### config.mk
export PLATFORM = sky130hd
export DESIGN_NAME = weighted_match_novelty_score
export DESIGN_NICKNAME = d
export VERILOG_FILES = /design/src/rtl/core/wmns_pkg.sv /design/src/rtl/core/wmns_sequencer.sv /design/src/rtl/core/wmns_record.sv /design/src/rtl/core/wmns_calc.sv /design/src/rtl/core/weighted_match_novelty_score.sv
export SDC_FILE = /design/constraint.sdc
export NUM_CORES = 2
export LEC_CHECK = 0
export BUFFER_PORTS_ARGS = -buffer_cell sky130_fd_sc_hd__buf_2
export CORE_ASPECT_RATIO = 0.6
export CORE_MARGIN = 1.5
export CORE_UTILIZATION = 45
export CTS_CLUSTER_SIZE = 30
export DETAILED_ROUTE_END_ITERATION = 7
export GPL_TIMING_DRIVEN = 0
export SLEW_MARGIN = 25
export SYNTH_ARGS = -nofsm -noshare
export SYNTH_HDL_FRONTEND = slang
export SYNTH_HIERARCHICAL = 1
export SYNTH_SLANG_ARGS = --single-unit
### constraint.sdc
create_clock -name clock -period 10 [get_ports clock]
set_clock_uncertainty 0.1 [all_clocks]
set_input_delay 0.5 -clock clock [delete_from_list [all_inputs] [get_ports clock]]
set_output_delay 0.5 -clock clock [all_outputs]
set_load 0.02 [all_outputs]
### src/rtl/core/wmns_pkg.sv
`timescale 1ns / 1ps
`default_nettype none
package wmns_pkg;

   localparam int FRAC_BITS    = 16;
   localparam int SIM_W        = 17;
   localparam int OP_W         = 2;
   localparam int MAXM_W       = 5;
   localparam int SKIP_W       = 8;
   localparam int MODE_W       = 2;
   localparam int CSR_ADDR_W   = 2;
   localparam int REQ_DATA_W   = 24;
   localparam int RSP_DATA_W   = 24;
   localparam int MAX_KEPT_DEF = 32;
   localparam int N_W          = 9;   // holds any kept count up to 256
   localparam int EXP_CAP      = 40;
   localparam int SH_W         = 6;
   localparam int NUM_W        = 58;
   localparam int DEN_W        = 42;
   localparam int QCNT_W       = 5;

   localparam logic [SIM_W-1:0]  ONE_Q        = SIM_W'(1 << FRAC_BITS);
   localparam logic [SKIP_W-1:0] SEEN_MAX     = '1;
   localparam logic [SIM_W-1:0]  BASE_RESET   = '0;
   localparam logic [MAXM_W-1:0] MAXM_RESET   = MAXM_W'(10);
   localparam logic [SKIP_W-1:0] SKIP_RESET   = '0;
   localparam logic [MODE_W-1:0] MODE_RESET   = '0;

   typedef enum logic [OP_W-1:0] {
      OP_MATCH = 2'd0,
      OP_NOHIT = 2'd1,
      OP_END   = 2'd2
   } op_type;

   typedef enum logic [MODE_W-1:0] {
      MODE_LINEAR = 2'd0,
      MODE_EXP    = 2'd1,
      MODE_EQUAL  = 2'd2
   } mode_type;

   typedef enum logic [CSR_ADDR_W-1:0] {
      CSR_BASE = 2'd0,
      CSR_MAXM = 2'd1,
      CSR_SKIP = 2'd2,
      CSR_MODE = 2'd3
   } csr_type;

   typedef enum logic [2:0] {
      STEP_IDLE,
      STEP_INIT,
      STEP_ACC,
      STEP_DIV_INIT,
      STEP_DIV,
      STEP_OUT
   } step_type;

   typedef enum logic [2:0] {
      COND_NEVER,
      COND_NOT_END,
      COND_NOHIT,
      COND_ACC_MORE,
      COND_DIV_MORE,
      COND_OUT_BUSY
   } cond_type;

   typedef struct packed {
      logic     take;
      logic     acc_clr;
      logic     acc_step;
      logic     div_init;
      logic     div_step;
      logic     out_load;
      cond_type cond;
      step_type target;
      step_type next;
   } ctrl_word_type;

   typedef struct packed {
      logic end_take;
      logic no_hit;
      logic acc_more;
      logic div_more;
      logic out_busy;
   } seq_status_type;

   // microprogram
   function automatic ctrl_word_type ucode_word(input step_type s);
      ctrl_word_type w;
      w = '{take: 1'b0, acc_clr: 1'b0, acc_step: 1'b0, div_init: 1'b0, div_step: 1'b0,
            out_load: 1'b0, cond: COND_NEVER, target: STEP_IDLE, next: STEP_IDLE};
      unique case (s)
         STEP_IDLE: begin
            w.take   = 1'b1;
            w.cond   = COND_NOT_END;
            w.target = STEP_IDLE;
            w.next   = STEP_INIT;
         end
         STEP_INIT: begin
            w.acc_clr = 1'b1;
            w.cond    = COND_NOHIT;
            w.target  = STEP_OUT;
            w.next    = STEP_ACC;
         end
         STEP_ACC: begin
            w.acc_step = 1'b1;
            w.cond     = COND_ACC_MORE;
            w.target   = STEP_ACC;
            w.next     = STEP_DIV_INIT;
         end
         STEP_DIV_INIT: begin
            w.div_init = 1'b1;
            w.next     = STEP_DIV;
         end
         STEP_DIV: begin
            w.div_step = 1'b1;
            w.cond     = COND_DIV_MORE;
            w.target   = STEP_DIV;
            w.next     = STEP_OUT;
         end
         STEP_OUT: begin
            w.out_load = 1'b1;
            w.cond     = COND_OUT_BUSY;
            w.target   = STEP_OUT;
            w.next     = STEP_IDLE;
         end
         default: begin
            w.next = STEP_IDLE;
         end
      endcase
      return w;
   endfunction

endpackage
`default_nettype wire

### src/rtl/core/wmns_sequencer.sv
`timescale 1ns / 1ps
`default_nettype none
module wmns_sequencer (
   input  wire logic                     clock,
   input  wire logic                     reset,
   input  wire wmns_pkg::seq_status_type status,
   output wmns_pkg::ctrl_word_type       ctrl,
   output wmns_pkg::step_type            step
);
   import wmns_pkg::*;

   step_type step_ff, step_in;
   logic     hit;

   always_comb begin
      ctrl = ucode_word(step_ff);
      step = step_ff;
   end

   always_comb begin
      unique case (ctrl.cond)
         COND_NEVER:    hit = 1'b0;
         COND_NOT_END:  hit = !status.end_take;
         COND_NOHIT:    hit = status.no_hit;
         COND_ACC_MORE: hit = status.acc_more;
         COND_DIV_MORE: hit = status.div_more;
         COND_OUT_BUSY: hit = status.out_busy;
         default:       hit = 1'b0;
      endcase
      step_in = hit ? ctrl.target : ctrl.next;
   end

   always_ff @(posedge clock) begin
      if (reset) begin
         step_ff <= STEP_IDLE;
      end else begin
         step_ff <= step_in;
      end
   end

endmodule
`default_nettype wire

### src/rtl/core/wmns_record.sv
`timescale 1ns / 1ps
`default_nettype none
module wmns_record #(
   parameter int MAX_KEPT = wmns_pkg::MAX_KEPT_DEF,
   localparam int IDX_W   = $clog2(MAX_KEPT),
   localparam int CNT_W   = $clog2(MAX_KEPT + 1)
) (
   input  wire logic                          clock,
   input  wire logic                          reset,
   input  wire logic                          take,
   input  wire logic [wmns_pkg::OP_W-1:0]     op,
   input  wire logic [wmns_pkg::SIM_W-1:0]    similarity,
   input  wire logic [wmns_pkg::SIM_W-1:0]    base_similarity,
   input  wire logic [wmns_pkg::MAXM_W-1:0]   max_matches,
   input  wire logic [wmns_pkg::SKIP_W-1:0]   skip_count,
   input  wire logic                          clear,
   input  wire logic [IDX_W-1:0]              rd_addr,
   output logic      [wmns_pkg::SIM_W-1:0]    rd_data,
   output logic      [CNT_W-1:0]              kept_count,
   output logic                               no_hit
);
   import wmns_pkg::*;

   logic [SIM_W-1:0]  mem [MAX_KEPT];
   logic [SIM_W-1:0]  rd_data_ff;
   logic [CNT_W-1:0]  kc_ff, kc_in;
   logic [SKIP_W-1:0] seen_ff, seen_in;
   logic              closed_ff, closed_in;
   logic              nh_ff, nh_in;
   logic              active, skipped, keep;
   logic [SIM_W-1:0]  corr;
   logic [CNT_W-1:0]  kc_inc;

   always_comb begin
      active  = take && (op == OP_MATCH) && !closed_ff && !nh_ff;
      skipped = seen_ff < skip_count;
      corr    = (similarity > base_similarity) ? similarity - base_similarity : '0;
      if (corr > ONE_Q) begin
         corr = ONE_Q;
      end
      keep   = active && (corr != '0) && !skipped;
      kc_inc = kc_ff + CNT_W'(1);

      kc_in     = kc_ff;
      seen_in   = seen_ff;
      closed_in = closed_ff;
      nh_in     = nh_ff;
      if (clear) begin
         kc_in     = '0;
         seen_in   = '0;
         closed_in = 1'b0;
         nh_in     = 1'b0;
      end else begin
         if (active && seen_ff != SEEN_MAX) begin
            seen_in = seen_ff + SKIP_W'(1);
         end
         if (keep) begin
            kc_in = kc_inc;
            if (N_W'(kc_inc) > N_W'(max_matches) || N_W'(kc_inc) >= N_W'(MAX_KEPT)) begin
               closed_in = 1'b1;
            end
         end
         if (take && op == OP_NOHIT && !closed_ff) begin
            nh_in = 1'b1;
         end
      end
   end

   always_ff @(posedge clock) begin
      if (keep) begin
         mem[kc_ff[IDX_W-1:0]] <= corr;
      end
      rd_data_ff <= mem[rd_addr];
   end

   always_ff @(posedge clock) begin
      if (reset) begin
         kc_ff     <= '0;
         seen_ff   <= '0;
         closed_ff <= 1'b0;
         nh_ff     <= 1'b0;
      end else begin
         kc_ff     <= kc_in;
         seen_ff   <= seen_in;
         closed_ff <= closed_in;
         nh_ff     <= nh_in;
      end
   end

   assign rd_data    = rd_data_ff;
   assign kept_count = kc_ff;
   assign no_hit     = nh_ff || (kc_ff == '0);

endmodule
`default_nettype wire

### src/rtl/core/wmns_calc.sv
`timescale 1ns / 1ps
`default_nettype none
module wmns_calc #(
   parameter int MAX_KEPT = wmns_pkg::MAX_KEPT_DEF,
   localparam int IDX_W   = $clog2(MAX_KEPT),
   localparam int CNT_W   = $clog2(MAX_KEPT + 1)
) (
   input  wire logic                        clock,
   input  wire logic                        reset,
   input  wire wmns_pkg::ctrl_word_type     ctrl,
   input  wire logic [wmns_pkg::MODE_W-1:0] score_mode,
   input  wire logic [CNT_W-1:0]            kept_count,
   input  wire logic [wmns_pkg::SIM_W-1:0]  rd_data,
   output logic      [IDX_W-1:0]            rd_addr,
   output logic                             acc_more,
   output logic                             div_more,
   output logic      [wmns_pkg::SIM_W-1:0]  quotient,
   output logic                             den_zero
);
   import wmns_pkg::*;

   localparam int LIN_W = SIM_W + N_W;

   logic [IDX_W-1:0]  idx_ff, idx_in;
   logic [NUM_W-1:0]  num_ff, num_in;
   logic [DEN_W-1:0]  den_ff, den_in;
   logic [NUM_W-1:0]  rem_ff, rem_in;
   logic [NUM_W-1:0]  dsh_ff, dsh_in;
   logic [SIM_W-1:0]  q_ff, q_in;
   logic [QCNT_W-1:0] cnt_ff, cnt_in;
   logic [N_W-1:0]    n9, e9, s9;
   logic [SH_W-1:0]   sh;
   logic [LIN_W-1:0]  lin_prod;
   logic [NUM_W-1:0]  prod;
   logic [DEN_W-1:0]  wt;
   logic              ge;

   // rank weight for entry idx_ff
   always_comb begin
      n9       = N_W'(kept_count);
      e9       = n9 - N_W'(idx_ff);
      s9       = (n9 > N_W'(EXP_CAP)) ? n9 - N_W'(EXP_CAP) : '0;
      sh       = SH_W'(e9 - s9);
      lin_prod = LIN_W'(rd_data) * LIN_W'(e9);
      case (score_mode)
         MODE_EXP: begin
            if (e9 > s9) begin
               prod = NUM_W'(rd_data) << sh;
               wt   = DEN_W'(1) << sh;
            end else begin
               prod = '0;
               wt   = '0;
            end
         end
         MODE_EQUAL: begin
            prod = NUM_W'(rd_data);
            wt   = DEN_W'(1);
         end
         default: begin
            prod = NUM_W'(lin_prod);
            wt   = DEN_W'(e9);
         end
      endcase
   end

   always_comb begin
      idx_in = idx_ff;
      num_in = num_ff;
      den_in = den_ff;
      rem_in = rem_ff;
      dsh_in = dsh_ff;
      q_in   = q_ff;
      cnt_in = cnt_ff;
      ge     = rem_ff >= dsh_ff;
      if (ctrl.acc_clr) begin
         idx_in = '0;
         num_in = '0;
         den_in = '0;
      end
      if (ctrl.acc_step) begin
         idx_in = idx_ff + IDX_W'(1);
         num_in = num_ff + prod;
         den_in = den_ff + wt;
      end
      if (ctrl.div_init) begin
         rem_in = num_ff;
         dsh_in = NUM_W'(den_ff) << FRAC_BITS;
         q_in   = '0;
         cnt_in = QCNT_W'(SIM_W - 1);
      end
      // restoring division, one quotient bit per step
      if (ctrl.div_step) begin
         if (ge) begin
            rem_in = rem_ff - dsh_ff;
         end
         dsh_in = dsh_ff >> 1;
         q_in   = {q_ff[SIM_W-2:0], ge};
         cnt_in = cnt_ff - QCNT_W'(1);
      end
   end

   always_ff @(posedge clock) begin
      if (reset) begin
         idx_ff <= '0;
         cnt_ff <= '0;
      end else begin
         idx_ff <= idx_in;
         cnt_ff <= cnt_in;
      end
   end

   always_ff @(posedge clock) begin
      num_ff <= num_in;
      den_ff <= den_in;
      rem_ff <= rem_in;
      dsh_ff <= dsh_in;
      q_ff   <= q_in;
   end

   assign rd_addr  = idx_in;
   assign acc_more = (N_W'(idx_ff) + N_W'(1)) < N_W'(kept_count);
   assign div_more = cnt_ff != '0;
   assign quotient = q_ff;
   assign den_zero = den_ff == '0;

endmodule
`default_nettype wire

### src/rtl/core/weighted_match_novelty_score.sv
`timescale 1ns / 1ps
`default_nettype none
// Novelty score of one sample record.
// req channel: one transaction per item. tuser carries the item kind (match,
// no-hit token, end of record), tdata the match similarity in Q1.16.
// rsp channel: one transaction per end item, tdata holds one minus the mean
// of the kept similarities (rank or equal weights), tuser the no-hit flag.
// csr port: write-only registers (base similarity, max matches, skip count,
// score mode), to be written only while no record is being scored (not enforced).
// Match and no-hit items may arrive back to back.
// After an end item no transaction is taken until scoring ends: the
// sequencer clears the accumulator, passes each kept value through the
// weight/accumulate step, runs the shift-subtract divider, then loads the result.
// A record without kept values goes straight from the clear to the load step.
// The result sits in an output register; a stalled rsp side does not stop
// intake of the next record's match items, only the scoring of its end item
// holds in the final step until the output register is free.
// Reset restores the register defaults, empties the record and idles the
// sequencer; the score buffer needs no clearing.
module weighted_match_novelty_score #(
   parameter int MAX_KEPT = wmns_pkg::MAX_KEPT_DEF
) (
   input  wire logic                                clock,
   input  wire logic                                reset,
   input  wire logic                                req_tvalid,
   output logic                                     req_tready,
   input  wire logic [wmns_pkg::REQ_DATA_W-1:0]     req_tdata,   // [16:0] similarity
   input  wire logic [wmns_pkg::OP_W-1:0]           req_tuser,   // [1:0] op
   output logic                                     rsp_tvalid,
   input  wire logic                                rsp_tready,
   output logic      [wmns_pkg::RSP_DATA_W-1:0]     rsp_tdata,   // [16:0] novelty_score
   output logic                                     rsp_tuser,   // [0] no_hit
   input  wire logic                                csr_we,
   input  wire logic [wmns_pkg::CSR_ADDR_W-1:0]     csr_addr,
   input  wire logic [wmns_pkg::SIM_W-1:0]          csr_wdata
);
   import wmns_pkg::*;

   localparam int IDX_W = $clog2(MAX_KEPT);
   localparam int CNT_W = $clog2(MAX_KEPT + 1);

   logic [SIM_W-1:0]  base_ff;
   logic [MAXM_W-1:0] maxm_ff;
   logic [SKIP_W-1:0] skip_ff;
   logic [MODE_W-1:0] mode_ff;

   ctrl_word_type     ctrl;
   step_type          step;
   seq_status_type    status;
   logic              req_take, out_load, out_busy;
   logic [IDX_W-1:0]  rd_addr;
   logic [SIM_W-1:0]  rd_data;
   logic [CNT_W-1:0]  kept_count;
   logic              no_hit, acc_more, div_more, den_zero;
   logic [SIM_W-1:0]  quotient, mean, score;

   logic              rsp_valid_ff, rsp_valid_in;
   logic [SIM_W-1:0]  rsp_score_ff;
   logic              rsp_nohit_ff;

   always_ff @(posedge clock) begin
      if (reset) begin
         base_ff <= BASE_RESET;
         maxm_ff <= MAXM_RESET;
         skip_ff <= SKIP_RESET;
         mode_ff <= MODE_RESET;
      end else if (csr_we) begin
         unique case (csr_addr)
            CSR_BASE: base_ff <= csr_wdata;
            CSR_MAXM: maxm_ff <= csr_wdata[MAXM_W-1:0];
            CSR_SKIP: skip_ff <= csr_wdata[SKIP_W-1:0];
            CSR_MODE: mode_ff <= csr_wdata[MODE_W-1:0];
            default: ;
         endcase
      end
   end

   assign req_tready = ctrl.take && !reset;
   assign req_take   = req_tvalid && req_tready;
   assign out_busy   = rsp_valid_ff && !rsp_tready;
   assign out_load   = ctrl.out_load && !out_busy;

   always_comb begin
      status.end_take = req_take && (req_tuser == OP_END);
      status.no_hit   = no_hit;
      status.acc_more = acc_more;
      status.div_more = div_more;
      status.out_busy = out_busy;
   end

   wmns_sequencer u_seq (
      .clock  (clock),
      .reset  (reset),
      .status (status),
      .ctrl   (ctrl),
      .step   (step)
   );

   wmns_record #(
      .MAX_KEPT (MAX_KEPT)
   ) u_record (
      .clock           (clock),
      .reset           (reset),
      .take            (req_take),
      .op              (req_tuser),
      .similarity      (req_tdata[SIM_W-1:0]),
      .base_similarity (base_ff),
      .max_matches     (maxm_ff),
      .skip_count      (skip_ff),
      .clear           (out_load),
      .rd_addr         (rd_addr),
      .rd_data         (rd_data),
      .kept_count      (kept_count),
      .no_hit          (no_hit)
   );

   wmns_calc #(
      .MAX_KEPT (MAX_KEPT)
   ) u_calc (
      .clock      (clock),
      .reset      (reset),
      .ctrl       (ctrl),
      .score_mode (mode_ff),
      .kept_count (kept_count),
      .rd_data    (rd_data),
      .rd_addr    (rd_addr),
      .acc_more   (acc_more),
      .div_more   (div_more),
      .quotient   (quotient),
      .den_zero   (den_zero)
   );

   always_comb begin
      mean = (quotient > ONE_Q) ? ONE_Q : quotient;
      if (no_hit || den_zero) begin
         score = '0;
      end else begin
         score = ONE_Q - mean;
      end
      rsp_valid_in = rsp_valid_ff;
      if (out_load) begin
         rsp_valid_in = 1'b1;
      end else if (rsp_tready) begin
         rsp_valid_in = 1'b0;
      end
   end

   always_ff @(posedge clock) begin
      if (reset) begin
         rsp_valid_ff <= 1'b0;
      end else begin
         rsp_valid_ff <= rsp_valid_in;
      end
   end

   always_ff @(posedge clock) begin
      if (out_load) begin
         rsp_score_ff <= score;
         rsp_nohit_ff <= no_hit;
      end
   end

   assign rsp_tvalid = rsp_valid_ff;
   assign rsp_tdata  = RSP_DATA_W'(rsp_score_ff);
   assign rsp_tuser  = rsp_nohit_ff;

   a_nohit_zero: assert property (@(posedge clock) disable iff (reset)
      rsp_tvalid && rsp_tuser |-> rsp_tdata[SIM_W-1:0] == '0)
      else $error("no-hit result with nonzero score");

   a_score_range: assert property (@(posedge clock) disable iff (reset)
      rsp_tvalid |-> rsp_tdata[SIM_W-1:0] <= ONE_Q)
      else $error("score above one");

   a_end_leaves_idle: assert property (@(posedge clock) disable iff (reset)
      status.end_take |=> !req_tready && step == STEP_INIT)
      else $error("sequencer did not start scoring after end item");

   a_kept_bound: assert property (@(posedge clock) disable iff (reset)
      N_W'(kept_count) <= N_W'(MAX_KEPT))
      else $error("kept count beyond buffer depth");

endmodule
`default_nettype wire

==> Word-level counts from Yosys, hierarchy flattened <==
Memories as Yosys holds them, arrays and structs flattened. A register that Yosys moved wholly into a read port is not among the register bits.
Cells that the tools add are included.
{ "op_classes": {"reduce_logical": 39, "n_mul": 1, "eq_ne": 18, "n_lt_le_gt_ge": 10, "addsub": 13, "muxes": 37, "shifts": 2} }
{ "ops": {"columns": ["operator", "count"], "rows": [
  ["2-to-1 mux 58 bit", 6],
  ["2-to-1 mux 42 bit", 3],
  ["case mux 58 bit (2 select lines)", 1],
  ["2-to-1 mux 57 bit", 2],
  ["2-to-1 mux 17 bit", 5],
  ["case mux 42 bit (2 select lines)", 1],
  ["adder 58 bit", 1],
  [">= comparator 58 bit", 1],
  ["left shift 17 x 6 -> 58 bit", 1],
  ["subtractor 58 bit", 1],
  ["adder 42 bit", 1],
  ["logical NOT 42 bit", 1],
  ["left shift 1 x 6 -> 42 bit, first input constant", 1],
  ["greater-than comparator 17 bit, second input constant", 2],
  ["case mux 6 bit (5 select lines)", 1],
  ["multiplier 17 x 9 -> 26 bit", 1],
  ["2-to-1 mux 5 bit", 4],
  ["greater-than comparator 17 bit", 1],
  ["nonzero test 17 bit", 1],
  ["subtractor 17 bit", 1],
  ["subtractor 17 bit, first input constant", 1],
  ["case mux 3 bit (5 select lines)", 1],
  ["logical AND 1 bit", 13],
  ["== test 3 x 2 -> 1 bit, second input constant", 4],
  ["other kinds (32)", 65]
]} }
{ "totals": {"memories": 1, "reg_bits": 313, "ramBits": 544, "output_inout_bits": 27, "input_bits": 50} }
{ "memory_table": {"columns": ["name", "depth", "word_bits", "read_ports", "rd_ports_with_merged_regs", "wr", "line", "rtl"], "rows": [
  ["u_record.mem", 32, 17, 1, 1, 1, "wmns_record.sv:24", "logic [SIM_W-1:0] mem [MAX_KEPT];"]
]} }

==> Depth between registers and ports, before layout <==
{ "depth": {"depth_word": 11, "mapped_depth": 42} }

==> By module <==
The synthesis kept the hierarchy.
{ "modules_own_cells": {"columns": ["module", "instances", "cells_each", "area_per_inst_um2", "seq_area_each_um2"], "rows": [
  ["wmns_calc", 1, 3038, 25615.8, 6606.3],
  ["wmns_record", 1, 1168, 23647.7, 16996.3],
  ["weighted_match_novelty_score", 1, 251, 2388.5, 1201.2],
  ["wmns_sequencer", 1, 43, 289.0, 60.1]
]} }

==> Least setup slack after synthesis <==
Ideal clock, no wire load.
{ "synth_timing": {"kind": "flip-flop to flip-flop", "startpoint": "register u_calc.idx_ff[1]", "endpoint": "register u_calc.num_ff[55] (data pin)", "arrival_ps": 8224, "required_time_ps": 9631, "path_buffers": 1, "slack_ps": 1407, "stages_incl_launch_ff": 40, "cell_sequence": "dfxtp_1 -> inv_1 -> ha_1 -> nor2b_1 -> o21ai_0 -> nand2b_1 -> a21o_1 -> a21o_1 -> xnor2_1 -> clkbuf_1 -> inv_1 -> nand2_1 -> fa_1 -> inv_1 -> fa_1 -> fa_1 -> inv_1 -> fa_1 -> [... 4 more ...] -> a21o_1 -> a21o_1 -> a21oi_1 -> o21bai_1 -> a21oi_1 -> xor2_1 -> a21oi_1 -> ha_1 -> and3_1 -> o211a_1 -> and4_1 -> a2111oi_4 -> o311ai_1 -> a21oi_1 -> o21ai_1 -> a211oi_2 -> o41ai_1 -> mux2i_1"} }
{ "synth_via": {"elab_chain_cells": 7, "elab_cells_between_ends": 9} }
{ "synth_lines": {"columns": ["item", "line", "rtl"], "rows": [
  ["from (decl)", "wmns_calc.sv:24", "logic [IDX_W-1:0] idx_ff, idx_in;"],
  ["from (signal assigned)", "wmns_calc.sv:107", "idx_ff <= idx_in;"],
  ["subtractor 6 x 5 -> 7 bit (*)", "wmns_calc.sv:41", "e9 = n9 - N_W'(idx_ff);"],
  ["parallel branches: the longest is 3 deep, another holds multiplier 17 x 9 -> 26 bit", null, null],
  ["case mux 58 bit (2 select lines) (*)", "wmns_calc.sv:45", "case (score_mode)"],
  ["adder 58 bit (*)", "wmns_calc.sv:82", "num_in = num_ff + prod;"],
  ["2-to-1 mux 58 bit (*)", "wmns_calc.sv:80", "if (ctrl.acc_step) begin"],
  ["to (signal assigned)", "wmns_calc.sv:113", "num_ff <= num_in;"],
  ["to (decl)", "wmns_calc.sv:25", "logic [NUM_W-1:0] num_ff, num_in;"]
]} }
Mark *: on every way between the ends.
A chain may end at the register's enable or synchronous reset.

==> Worst setup path in the final report <==
{ "layout_timing": {"startpoint": "register u_record.kc_ff[0], in the netlist u_record/kept_count[0]", "endpoint": "register u_calc.num_ff[55] (data pin)"} }
{ "layout_via": {"elab_chain_cells": 8, "elab_cells_between_ends": 12} }
{ "layout_lines": {"columns": ["item", "line", "rtl"], "rows": [
  ["from (decl)", "wmns_record.sv:26", "logic [CNT_W-1:0] kc_ff, kc_in;"],
  ["from (signal assigned)", "wmns_record.sv:83", "kc_ff <= kc_in;"],
  ["parallel branches: the longest is 5 deep, another holds multiplier 17 x 9 -> 26 bit", null, null],
  ["case mux 58 bit (2 select lines) (*)", "wmns_calc.sv:45", null],
  ["adder 58 bit (*)", "wmns_calc.sv:82", null],
  ["2-to-1 mux 58 bit (*)", "wmns_calc.sv:80", null]
]} }
Marked as above.

==> out/results.ini <==
[logic_synthesis]
syn_area_um2=51900
syn_avg_cell_area_um2=11.6
yosysWarnings=6
syn_inst=4493

[grt]
grt_overflow=0
antenna_found_initial=8
grt_max_degree=64
grt_pass1_wl_um=234000
grt_pass1_vias=34500
grt.total_usage=0.273

[setup_path]
worst_ep_arrival_time_ns=10.01
end_kind=flip-flop
required_ns=10.34
path_class=reg2reg
path_max_fanout=10
cp-start-kind=flip-flop
slowest_stage=fa_1
worst-r2r-cell-count=39
max_stage_delay_ns=0.53

[run]
cap_violations=0

[outcome]
status=complete, no violations

[drt]
drtAntennaViolNets=0
dr.pass1.iters=6
drtIter0Drc=5060
wl_per_cell_um=25.6
routed_wl_um=161000
drcViolationCount=0
vias=37900
viasPerCell=6.02

[layout]
final_cell_mix=edfxtp_1 (736), nor2_1 (326), nand2_1 (324)
multiInputGateArea_um2=25300
mostFrequentLayoutCell=edfxtp_1
nFillCells=10000
drive_above_1_share=0.135
layout.nets=5118
fin_area_um2=58200
area_growth_pct=12.2
ff_latch_area_um2=24900

[hold_path]
hold_path_class=in2reg
holdPathStages=2

[timing]
max_slew_margin=0.244
slew_viol_final=0
tightest_slew_ns=1.13
period_needed_ns=9.67
fin_crit_sh=0.967
hold_viol=0
finalSetupTns_ns=0
fmax_ghz=0.103
setup_viol=0

[power]
ir_drop_v=0.000124
powerDensity_nw_per_um2=176
p_leak_nw=21.7

[clocking]
cts_tree=yes
cts.clk_slew.worst_paths_ns=0.07
cts-root-buf=clkbuf_16
clockBufferDepth=3
htreeDepth=3
cts.sinks=874
clk_latency_ns=0.72
cts_buffers=85

[floorplanning]
row_count=96
die_h_um=266
core_um2=114000
die_w_um=441
io_pins=77
initial_core_util=0.454
die_area_um2=117000

[placed_design]
gp_congestion=0.986
post_dp_cell_area_um2=54600
portBuffers=62
hpwlAfterDp_um=124000

[routing by layer]
metal	vias up	global-route usage	routed length (um)
li1	17100	-	-
met5	-	0	23
met1	18800	0.448	78700
met3	126	0.136	26200
met4	4	0.0416	1750
met2	1926	0.307	54700
[cell type report]
cell class,count,area share
clock inverters,62,0.0133
inverters,306,0.0200
multi-input cells,3088,0.435
repair buffers,114,0.0164
clock buffers,98,0.0382
diodes,7,0.000301
well taps,1519,0.0326
plain buffers,230,0.0171
flip-flops and latches,874,0.427
[metrics by stage]
| stage | hold slack [ns] | worst slack (ns) | std cells | power [mW] | util |
|---|---|---|---|---|---|
| 2_1_floorplan | 0.335 | 1.41 | 4499 | 6.05 | - |
| 3_3_place_gp | 0.344 | -1.35 | 6080 | 6.72 | 0.473 |
| 3_5_place_dp | 0.348 | -1.37 | 6102 | 6.74 | 0.478 |
| 4_1_cts | 0.00493 | 0.0260 | 6280 | 10.2 | 0.506 |
| 5_1_grt | 0.0352 | -0.0426 | 6293 | 10.7 | 0.509 |
| 6_report | 0.0733 | 0.329 | 6298 | 10.3 | 0.509 |
[flip-flops by register name, summed over array words and instances (netlist names), 17 cells and up]
register / count
base_ff: 17
u_record/rd_data: 17
u_calc/quotient: 17
u_calc/dsh_ff: 58
u_calc/rem_ff: 58
u_record/mem: 544
u_calc/den_ff: 42
rsp_score_ff: 17
u_calc/num_ff: 58
[power by group]
group | switching [mW] | internal [mW]
combinational | 1.49 | 0.867
clock | 1.52 | 1.97
sequential | 0.198 | 4.23
[worst paths after layout]
check                         start                end  slack, ns
max          u_record/kept_count[0]  u_calc/num_ff[55]       0.33
min reg2reg              base_ff[5]         base_ff[5]       0.36
min                           reset      u_seq/step[2]       0.07
max reg2reg  u_record/kept_count[0]  u_calc/num_ff[55]       0.33
[repair_timing]
item | 4_1_cts | 5_1_grt
endpoints found under the setup margin | 35 | 28
endpoints found under the hold margin | 27 | 0
buffers inserted | 1 | 11
hold buffers | 18 | 0
resized for setup | 23 | 48
pin swaps | 1 | 5
[worst max-delay path, delay by kind of cell, from the launching register on]
| family | cells | cell delay (ns) |
|---|---|---|
| compound gates | 15 | 3.26 |
| fa+ha+maj | 8 | 2.95 |
| buf+inv | 6 | 0.80 |
| flops | 1 | 0.41 |
| mux | 1 | 0.12 |
| simple gates | 9 | 1.75 |
No activity file was read; power rests on OpenSTA's default activity.
